--- src/hdl/ors_pkg.sv ---
// Shared types and codes for the 1-Wire search ROM engine.
// Used by ors_search and onewire_rom_search; no dependencies.
`timescale 1ns / 1ps
`default_nettype none

package ors_pkg;

    localparam int unsigned ROM_BITS     = 64;
    localparam int unsigned BIT_NUM_W    = 7;
    localparam int unsigned ROM_BITS_END = 65;

    typedef enum logic [1:0] {
        CMD_START      = 2'd0,
        CMD_RESET_DONE = 2'd1,
        CMD_BIT_PAIR   = 2'd2,
        CMD_READ       = 2'd3
    } ors_cmd_t;

    typedef enum logic [1:0] {
        ACT_NONE     = 2'd0,
        ACT_BUS_RST  = 2'd1,
        ACT_SEARCH   = 2'd2,
        ACT_FINISHED = 2'd3
    } ors_action_t;

    typedef enum logic [2:0] {
        ST_OK        = 3'd0,
        ST_NOT_READY = 3'd1,
        ST_NO_RESP   = 3'd2,
        ST_BAD_RESP  = 3'd3,
        ST_NO_DEVICE = 3'd4
    } ors_status_t;

    localparam logic [1:0] RST_PRESENCE_OK = 2'd0;

    typedef struct packed {
        ors_cmd_t   cmd;
        logic [1:0] reset_status;
        logic       id_bit;
        logic       cmp_bit;
        logic [2:0] entry_index;
    } ors_item_t;

    typedef struct packed {
        logic          write_dir;
        logic          dir_bit;
        logic          found;
        logic [63:0]   rom_value;
        logic [2:0]    rom_index;
        logic          entry_valid;
        ors_action_t   next_action;
        ors_status_t   status;
        logic [3:0]    device_count;
    } ors_result_t;

endpackage

`default_nettype wire

--- src/hdl/onewire_rom_search.sv ---
// 1-Wire search ROM engine.
//
// Input stream (s_*): one word per command. s_tuser carries the command
// (start, reset outcome, bit pair, read table entry); s_tdata carries the
// reset outcome, the id/complement bit pair and the table index.
// Output stream (m_*): exactly one result word per input word, in order:
// direction bit to write, found ROM and slot, next bus action, finish
// status and device count.
// m_tvalid rises in the cycle after the accept. A new word is accepted every
// cycle, including while the previous result is presented, as long as the
// output register is empty or being drained in the same cycle.
// The device table sits in a RAM with registered read; a table read
// is issued at accept and its data lands with the result word. Table writes
// complete at the accepting edge, so a following read sees them.
// Reset clears the search control state, the device count and all valid marks.
// When m_tready is low while a result is presented, the result holds and s_tready drops.
`timescale 1ns / 1ps
`default_nettype none

module onewire_rom_search #(
    parameter int MAX_DEVICES = 8
) (
    input  wire logic        clk,
    input  wire logic        rst_n,
    input  wire logic        s_tvalid,
    output logic             s_tready,
    // [1:0] reset_status, [2] id_bit, [3] cmp_bit, [6:4] entry_index, [7] zero
    input  wire logic [7:0]  s_tdata,
    // [1:0] cmd
    input  wire logic [1:0]  s_tuser,
    output logic             m_tvalid,
    input  wire logic        m_tready,
    // [0] write_dir, [1] dir_bit, [2] found, [66:3] rom_value, [69:67] rom_index,
    // [70] entry_valid, [72:71] next_action, [75:73] status, [79:76] device_count
    output logic [79:0]      m_tdata
);

    localparam int AW = (MAX_DEVICES > 1) ? $clog2(MAX_DEVICES) : 1;
    localparam int CW = $clog2(MAX_DEVICES + 1);

    ors_pkg::ors_item_t   item;
    ors_pkg::ors_result_t result;
    ors_pkg::ors_result_t res_reg;
    logic                 out_valid_reg;
    logic                 use_ram_reg;
    logic                 accept;
    logic                 tbl_wr_en;
    logic [AW-1:0]        tbl_wr_addr;
    logic [63:0]          tbl_wr_data;
    logic [AW-1:0]        tbl_rd_addr;
    logic [63:0]          tbl_rd_data;
    logic [63:0]          rom_out;

    assign s_tready = !out_valid_reg || m_tready;
    assign accept   = s_tvalid && s_tready;

    assign item.cmd          = ors_pkg::ors_cmd_t'(s_tuser);
    assign item.reset_status = s_tdata[1:0];
    assign item.id_bit       = s_tdata[2];
    assign item.cmp_bit      = s_tdata[3];
    assign item.entry_index  = s_tdata[6:4];

    ors_search #(
        .MAX_DEVICES (MAX_DEVICES),
        .AW          (AW),
        .CW          (CW)
    ) u_search (
        .clk         (clk),
        .rst_n       (rst_n),
        .item_valid  (accept),
        .item        (item),
        .result      (result),
        .tbl_wr_en   (tbl_wr_en),
        .tbl_wr_addr (tbl_wr_addr),
        .tbl_wr_data (tbl_wr_data),
        .tbl_rd_addr (tbl_rd_addr)
    );

    ors_ram #(
        .WIDTH (64),
        .DEPTH (MAX_DEVICES),
        .AW    (AW)
    ) u_table (
        .clk     (clk),
        .wr_en   (tbl_wr_en),
        .wr_addr (tbl_wr_addr),
        .wr_data (tbl_wr_data),
        .rd_en   (accept),
        .rd_addr (tbl_rd_addr),
        .rd_data (tbl_rd_data)
    );

    always_ff @(posedge clk or negedge rst_n)
    begin
        if (!rst_n)
        begin
            out_valid_reg <= 1'b0;
        end
        else if (s_tready)
        begin
            out_valid_reg <= s_tvalid;
        end
    end

    always_ff @(posedge clk)
    begin
        if (accept)
        begin
            res_reg     <= result;
            use_ram_reg <= (item.cmd == ors_pkg::CMD_READ) && result.entry_valid;
        end
    end

    // read data stays put until the next accept, so it is stable while stalled
    assign rom_out  = use_ram_reg ? tbl_rd_data : res_reg.rom_value;
    assign m_tvalid = out_valid_reg;
    assign m_tdata  = {res_reg.device_count, res_reg.status, res_reg.next_action,
                       res_reg.entry_valid, res_reg.rom_index, rom_out,
                       res_reg.found, res_reg.dir_bit, res_reg.write_dir};

endmodule

`default_nettype wire

--- src/hdl/ors_ram.sv ---
// Generic single-write, single-read synchronous RAM with registered read data.
// No dependencies.
`timescale 1ns / 1ps
`default_nettype none

module ors_ram #(
    parameter int WIDTH = 64,
    parameter int DEPTH = 8,
    parameter int AW    = (DEPTH > 1) ? $clog2(DEPTH) : 1
) (
    input  wire logic             clk,
    input  wire logic             wr_en,
    input  wire logic [AW-1:0]    wr_addr,
    input  wire logic [WIDTH-1:0] wr_data,
    input  wire logic             rd_en,
    input  wire logic [AW-1:0]    rd_addr,
    output logic      [WIDTH-1:0] rd_data
);

    logic [WIDTH-1:0] mem [DEPTH];

    always_ff @(posedge clk)
    begin
        if (wr_en)
        begin
            mem[wr_addr] <= wr_data;
        end
        if (rd_en)
        begin
            rd_data <= mem[rd_addr];
        end
    end

endmodule

`default_nettype wire

--- src/hdl/ors_search.sv ---
// Search state and last-discrepancy logic; produces one result per word and
// the device table write. Depends on ors_pkg.
`timescale 1ns / 1ps
`default_nettype none

module ors_search #(
    parameter int MAX_DEVICES = 8,
    parameter int AW = (MAX_DEVICES > 1) ? $clog2(MAX_DEVICES) : 1,
    parameter int CW = $clog2(MAX_DEVICES + 1)
) (
    input  wire logic               clk,
    input  wire logic               rst_n,
    input  wire logic               item_valid,
    input  wire ors_pkg::ors_item_t item,
    output ors_pkg::ors_result_t    result,
    output logic                    tbl_wr_en,
    output logic [AW-1:0]           tbl_wr_addr,
    output logic [63:0]             tbl_wr_data,
    output logic [AW-1:0]           tbl_rd_addr
);

    localparam int IW = (AW > 3) ? AW : 3;

    typedef enum logic [1:0] {
        PH_IDLE,
        PH_WAIT_RESET,
        PH_BITS
    } phase_t;

    phase_t                           phase_reg, phase_next;
    logic [ors_pkg::BIT_NUM_W-1:0]    bit_num_reg, bit_num_next;
    logic [ors_pkg::BIT_NUM_W-1:0]    last_disc_reg, last_disc_next;
    logic [ors_pkg::BIT_NUM_W-1:0]    last_zero_reg, last_zero_next;
    logic                             last_dev_reg, last_dev_next;
    logic [63:0]                      rom_reg, rom_next;
    logic [CW-1:0]                    count_reg, count_next;
    logic [MAX_DEVICES-1:0]           valid_reg, valid_next;

    logic [IW-1:0] eidx_ext;
    logic          eidx_in_range;
    logic [5:0]    pos;
    logic          dir;
    logic [ors_pkg::BIT_NUM_W-1:0] bit_num_inc;

    assign eidx_ext      = IW'(item.entry_index);
    assign tbl_rd_addr   = eidx_ext[AW-1:0];
    assign eidx_in_range = (32'(item.entry_index) < MAX_DEVICES);
    assign pos           = 6'(bit_num_reg - 7'd1);
    assign bit_num_inc   = bit_num_reg + 7'd1;

    // direction: forced by the bus unless both branches exist
    always_comb
    begin
        if (item.id_bit != item.cmp_bit)
        begin
            dir = item.id_bit;
        end
        else if (bit_num_reg < last_disc_reg)
        begin
            dir = rom_reg[pos];
        end
        else
        begin
            dir = (bit_num_reg == last_disc_reg);
        end
    end

    always_comb
    begin
        phase_next     = phase_reg;
        bit_num_next   = bit_num_reg;
        last_disc_next = last_disc_reg;
        last_zero_next = last_zero_reg;
        last_dev_next  = last_dev_reg;
        rom_next       = rom_reg;
        count_next     = count_reg;
        valid_next     = valid_reg;
        tbl_wr_en      = 1'b0;
        tbl_wr_addr    = count_reg[AW-1:0];
        tbl_wr_data    = rom_reg;
        result         = '0;

        unique case (item.cmd)
            ors_pkg::CMD_START:
            begin
                count_next         = '0;
                last_disc_next     = '0;
                last_dev_next      = 1'b0;
                bit_num_next       = 7'd1;
                last_zero_next     = '0;
                phase_next         = PH_WAIT_RESET;
                result.next_action = ors_pkg::ACT_BUS_RST;
            end
            ors_pkg::CMD_RESET_DONE:
            begin
                if (phase_reg == PH_WAIT_RESET)
                begin
                    if (item.reset_status == ors_pkg::RST_PRESENCE_OK)
                    begin
                        phase_next         = PH_BITS;
                        result.next_action = ors_pkg::ACT_SEARCH;
                    end
                    else
                    begin
                        phase_next         = PH_IDLE;
                        result.next_action = ors_pkg::ACT_FINISHED;
                        result.status      = ors_pkg::ors_status_t'({1'b0, item.reset_status});
                    end
                end
            end
            ors_pkg::CMD_BIT_PAIR:
            begin
                if (phase_reg == PH_BITS)
                begin
                    if (item.id_bit && item.cmp_bit)
                    begin
                        phase_next         = PH_IDLE;
                        result.next_action = ors_pkg::ACT_FINISHED;
                        result.status      = ors_pkg::ST_NO_DEVICE;
                    end
                    else
                    begin
                        if ((item.id_bit == item.cmp_bit) && !dir)
                        begin
                            last_zero_next = bit_num_reg;
                        end
                        rom_next[pos]    = dir;
                        result.write_dir = 1'b1;
                        result.dir_bit   = dir;
                        bit_num_next     = bit_num_inc;
                        if (bit_num_inc >= 7'(ors_pkg::ROM_BITS_END))
                        begin
                            last_disc_next = last_zero_next;
                            if (last_zero_next == '0)
                            begin
                                last_dev_next = 1'b1;
                            end
                            if (count_reg < CW'(MAX_DEVICES))
                            begin
                                tbl_wr_en   = 1'b1;
                                tbl_wr_data = rom_next;
                                valid_next[count_reg[AW-1:0]] = 1'b1;
                                count_next  = count_reg + 1'b1;
                            end
                            result.found     = 1'b1;
                            result.rom_value = rom_next;
                            result.rom_index = 3'(count_reg);
                            if (last_dev_next || (count_next >= CW'(MAX_DEVICES)))
                            begin
                                phase_next         = PH_IDLE;
                                result.next_action = ors_pkg::ACT_FINISHED;
                                result.status      = ors_pkg::ST_OK;
                            end
                            else
                            begin
                                bit_num_next       = 7'd1;
                                last_zero_next     = '0;
                                phase_next         = PH_WAIT_RESET;
                                result.next_action = ors_pkg::ACT_BUS_RST;
                            end
                        end
                    end
                end
            end
            ors_pkg::CMD_READ:
            begin
                // table data itself arrives from the RAM in the following cycle
                result.rom_index   = item.entry_index;
                result.entry_valid = eidx_in_range && valid_reg[tbl_rd_addr];
            end
            default:
            begin
            end
        endcase

        result.device_count = 4'(count_next);
        if (!item_valid)
        begin
            tbl_wr_en = 1'b0;
        end
    end

    always_ff @(posedge clk or negedge rst_n)
    begin
        if (!rst_n)
        begin
            phase_reg     <= PH_IDLE;
            bit_num_reg   <= 7'd1;
            last_disc_reg <= '0;
            last_zero_reg <= '0;
            last_dev_reg  <= 1'b0;
            count_reg     <= '0;
            valid_reg     <= '0;
        end
        else if (item_valid)
        begin
            phase_reg     <= phase_next;
            bit_num_reg   <= bit_num_next;
            last_disc_reg <= last_disc_next;
            last_zero_reg <= last_zero_next;
            last_dev_reg  <= last_dev_next;
            count_reg     <= count_next;
            valid_reg     <= valid_next;
        end
    end

    always_ff @(posedge clk)
    begin
        if (item_valid)
        begin
            rom_reg <= rom_next;
        end
    end

endmodule

`default_nettype wire
--- config.mk ---
export PLATFORM = sky130hd
export DESIGN_NAME = onewire_rom_search
export DESIGN_NICKNAME = d
export VERILOG_FILES = /design/src/hdl/ors_pkg.sv /design/src/hdl/onewire_rom_search.sv /design/src/hdl/ors_ram.sv /design/src/hdl/ors_search.sv
export SDC_FILE = /design/constraint.sdc
export NUM_CORES = 1
export LEC_CHECK = 0
export BUFFER_PORTS_ARGS = -buffer_cell sky130_fd_sc_hd__buf_2
export CORE_ASPECT_RATIO = 1.25
export CORE_UTILIZATION = 40
export DETAILED_ROUTE_END_ITERATION = 16
export PLACE_DENSITY = 0.66
export SLEW_MARGIN = 20
export SYNTH_ARGS = -nofsm -noshare
export SYNTH_HDL_FRONTEND = slang
export SYNTH_SLANG_ARGS = --single-unit
--- constraint.sdc ---
create_clock -name clk -period 12.65 [get_ports clk]
set_input_delay 0.6325 -clock clk [delete_from_list [all_inputs] [get_ports clk]]
set_output_delay 0.6325 -clock clk [all_outputs]
set_load 0.01 [all_outputs]
==> impl_summary.md <==
Global routing
The global-route wire length before repair is 112,800 um. The total routing usage reported by global routing is 0.1848. The number of global-route vias before repair is 17.82k. The initial antenna violation count is 0. The total congestion overflow is 0. Entering global routing, the biggest net connects 74 pins.

Logic synthesis
The number of flops mapped to enable cells by yosys is 720. The post-synthesis async set-or-reset flop share is 0.04888. The post-synthesis cell count is 1,870. A synthesized cell averages 17.26 sq um. For this run, the register share of the synthesized area comes to 0.6987. The warning count from the yosys run is 0.

The total nets after synthesis is 1,899. The total of flip-flops plus latches after synthesis is 757. The distinct cell type count after synthesis is 81. The most used flip-flop cell after synthesis is edfxtp_1.

The cell area after synthesis is 0.03227 sq mm.

Pwr
The power density over cell area is 145.0 mW/mm^2. Across the VDD grid, the largest voltage drop is 0.08992 mV. For this design the static power due to leakage is 11.75 nW.

The power after layout is 5.239 mW.

Placed design
The count of buffers inserted at the top-level ports is 94. The routability congestion estimate from global placement is 0.8591. Including well taps, the total number of placed cells is 2,928. The post-detailed-placement half-perimeter wirelength is 43,710 um.

Routing
The first-pass iteration count of the detailed router is 6. The routed length per placed instance is 24.67 um. The via-per-instance ratio is 5.606. The detailed router placed 17.15k vias in this run. The detailed router finished its first iteration with 1,745 violations. The count of nets left with antenna violations once routing finished came out at 0. The final wirelength is 75,460 um. The post-detailed-route DRC marker count is 0.

Timing
The headroom to the max-slew limit is 0.2329. Adding up every negative setup slack in the final design gives 0 ps. The final-layout worst hold slack is 135.9 ps. The worst path in the final design needs a cycle of 5799 ps, including I/O delays and setup. The setup violation total in the final timing report is 0. The transition at the pin with the smallest max-transition slack is 1151 ps. The number of hold violations in the final report is 0. Setup repair after global routing left no endpoint under its margin. The final-report max-slew violation count is 0. The setup clock skew after layout is 25.67 ps. Based on the critical path, the design can be clocked at up to 172.5 MHz. The fraction of the cycle the final worst path needs is 0.4584.

Setup path
Counting stages on the worst path, the most repeated cell is buf_4. The number of buffers and inverters on the critical path is 4. The data arrival time at the worst-slack endpoint is 6060 ps. The worst setup path is of the reg -> reg kind.

The required arrival time at the worst endpoint is 12,910 ps. For this run, the slowest stage of the critical path takes 720 ps. The worst setup path is launched from a register. The critical path goes through inv_1 -> ha_1 -> buf_4 -> mux2_2 -> a221o_1 -> nand2_1 -> a21oi_1 -> or4_4 -> o311ai_4 -> buf_4 -> buf_4 -> o31ai_1.

The family of cells with the greatest summed delay on the critical path is buffers and inverters. The worst setup path is captured at a register. The largest individual stage delay along the critical path comes from the cell ha_1. In this run the worst path has a maximum fanout of 64.

Layout
The final cell utilization of the core is 0.4519. The area growth from synthesis to layout is 11.98%. The antenna cell count is 0. At the end of the flow, the number of nets in the layout was 1,972. The register with the most flip-flops in the final layout is u_table.mem. The register with the most flip-flops in the layout has 512 of them. The final non-filler cell total is 3,059. The filler cells instantiated in the layout total 6,743. In the final layout, the share of cells above drive strength 1 is 0.2999.

Floorplan
The number of top-level pins is 96. The core footprint is 0.07997 sq mm. In this run the horizontal extent of the chip is 256.1 um. The number of core rows is 116. For this configuration, the core starts out at a cell density of 0.4036. The total die area is 0.08183 sq mm. The die is 319.6 um tall.

Job
The tool flagged a number of max-cap violations equal to 0.

Clock network
In this run the clock root is driven by a clkbuf_16. The register clock-pin slew on the reported worst setup and hold paths is 60 ps. After clock tree synthesis, the flow added hold-fix buffers numbering 0.

The number of setup buffers added after CTS is 0. TritonCTS built the clock tree. The clock network latency to the later pin of the worst-skew pair is 630 ps. The number of sinks driven by the clock tree is 757. The longest clock path from root to sink contains 3 buffers. Counting the buffers created by CTS gives 72. The post-cts sizing count is 0. In this run the number of H-tree levels came out at 3.

Status
The flow ran to the end, and the final reports show no timing, DRC or antenna violations.

Min path
The path class of the tightest hold or removal check is in -> async.
==> synthesized netlist by cell type (11+ instances only) <==
cell type | number | area share
a21oi_1 | 33 | 0.0051
and2_1 | 50 | 0.0097
buf_1 | 13 | 0.0015
buf_2 | 21 | 0.0033
buf_4 | 21 | 0.0049
clkbuf_1 | 73 | 0.0085
dfrtp_1 | 36 | 0.028
edfxtp_1 | 720 | 0.67
ha_1 | 15 | 0.0058
inv_1 | 25 | 0.0029
mux2_2 | 136 | 0.047
mux2i_1 | 15 | 0.0047
mux4_2 | 135 | 0.094
nand2_1 | 105 | 0.012
nand2b_1 | 12 | 0.0023
nand3_1 | 17 | 0.0026
nor2_1 | 37 | 0.0043
nor3_1 | 11 | 0.0017
o21ai_0 | 134 | 0.021
o31ai_1 | 81 | 0.019
o31ai_2 | 33 | 0.013
or2_2 | 24 | 0.0047
==> cells in the final DEF, fill, tap and decap left out, types with 9 or more instances in the layout <==
cell       count
a21oi_1       33
and2_1        50
buf_2         91
buf_4         40
clkbuf_1      12
clkbuf_16     73
clkinv_1      17
dfrtp_1       36
edfxtp_1     720
ha_1          15
inv_1         25
mux2_2       136
mux2i_1       15
mux4_2       135
nand2_1      105
nand2b_1      12
nand3_1       17
nor2_1        30
nor2_4         9
nor3_1         9
o21ai_0      134
o21ai_1        9
o31ai_1       78
o31ai_2       36
or2_2         24
==> layout make-up <==
class / count / area (sq um) / share of cell area
clock buffer: 85 / 1872 / 0.05179
clock inverter: 43 / 404.1 / 0.01118
inverter: 26 / 102.6 / 0.002839
multi-input combinational: 951 / 9034 / 0.2500
sequential: 757 / 22550 / 0.6239
tap: 1062 / 1329 / 0.03677
timing repair buffer: 135 / 852.1 / 0.02358
==> power by group <==
| part | internal (mW) | switching [mW] | total [mW] |
|---|---|---|---|
| Sequential | 2.74 | 0.0133 | 2.76 |
| Clock | 1.20 | 0.929 | 2.13 |
| Combinational | 0.123 | 0.226 | 0.349 |
==> metrics by stage <==
stage / area [sq um] / setup WS [ps]
2_1_floorplan: 32270 / 3921
4_1_cts: 36040 / 6930
6_report: 36140 / 6851
3_3_place_gp: 33760 / 7015
5_1_grt: 36140 / 6699
3_5_place_dp: 33760 / 6988
==> path summary, 6_finish.rpt <==
path,start,end,slack [ps],depth (start not counted)
hold reg to reg,u_search.valid_reg[4],u_search.valid_reg[4],470,1
max in group asynchronous,rst_n,u_search.bit_num_reg[1],11940,1
min in group clk,s_tvalid,m_tvalid,220,2
hold / removal,rst_n,m_tvalid,140,1
setup reg to reg,u_search.bit_num_reg[1],u_table.mem[3][19],6850,12
setup / recovery,u_search.bit_num_reg[1],u_table.mem[3][19],6850,12
==> per-layer routing <==
| layer | vias to the layer above | wire [um] | global-route usage |
|---|---|---|---|
| met2 | 520 | 38560 | 0.3223 |
| met1 | 8903 | 30720 | 0.2324 |
| met3 | 121 | 3866 | 0.02576 |
| li1 | 7606 | - | - |
| met5 | - | 0 | 0 |
| met4 | 0 | 2317 | 0.07132 |
==> kinds of logic after synthesis <==
group,share of synthesized area
AO/OA/AOI/OAI,0.07541
XOR/XNOR,0.002908
flip-flops,0.6987
multiplexers,0.1467
adder cells (fa/ha/maj),0.005815
AND/OR/NAND/NOR,0.04660
buffers and inverters,0.02396
(Power assumes the default switching activity.)
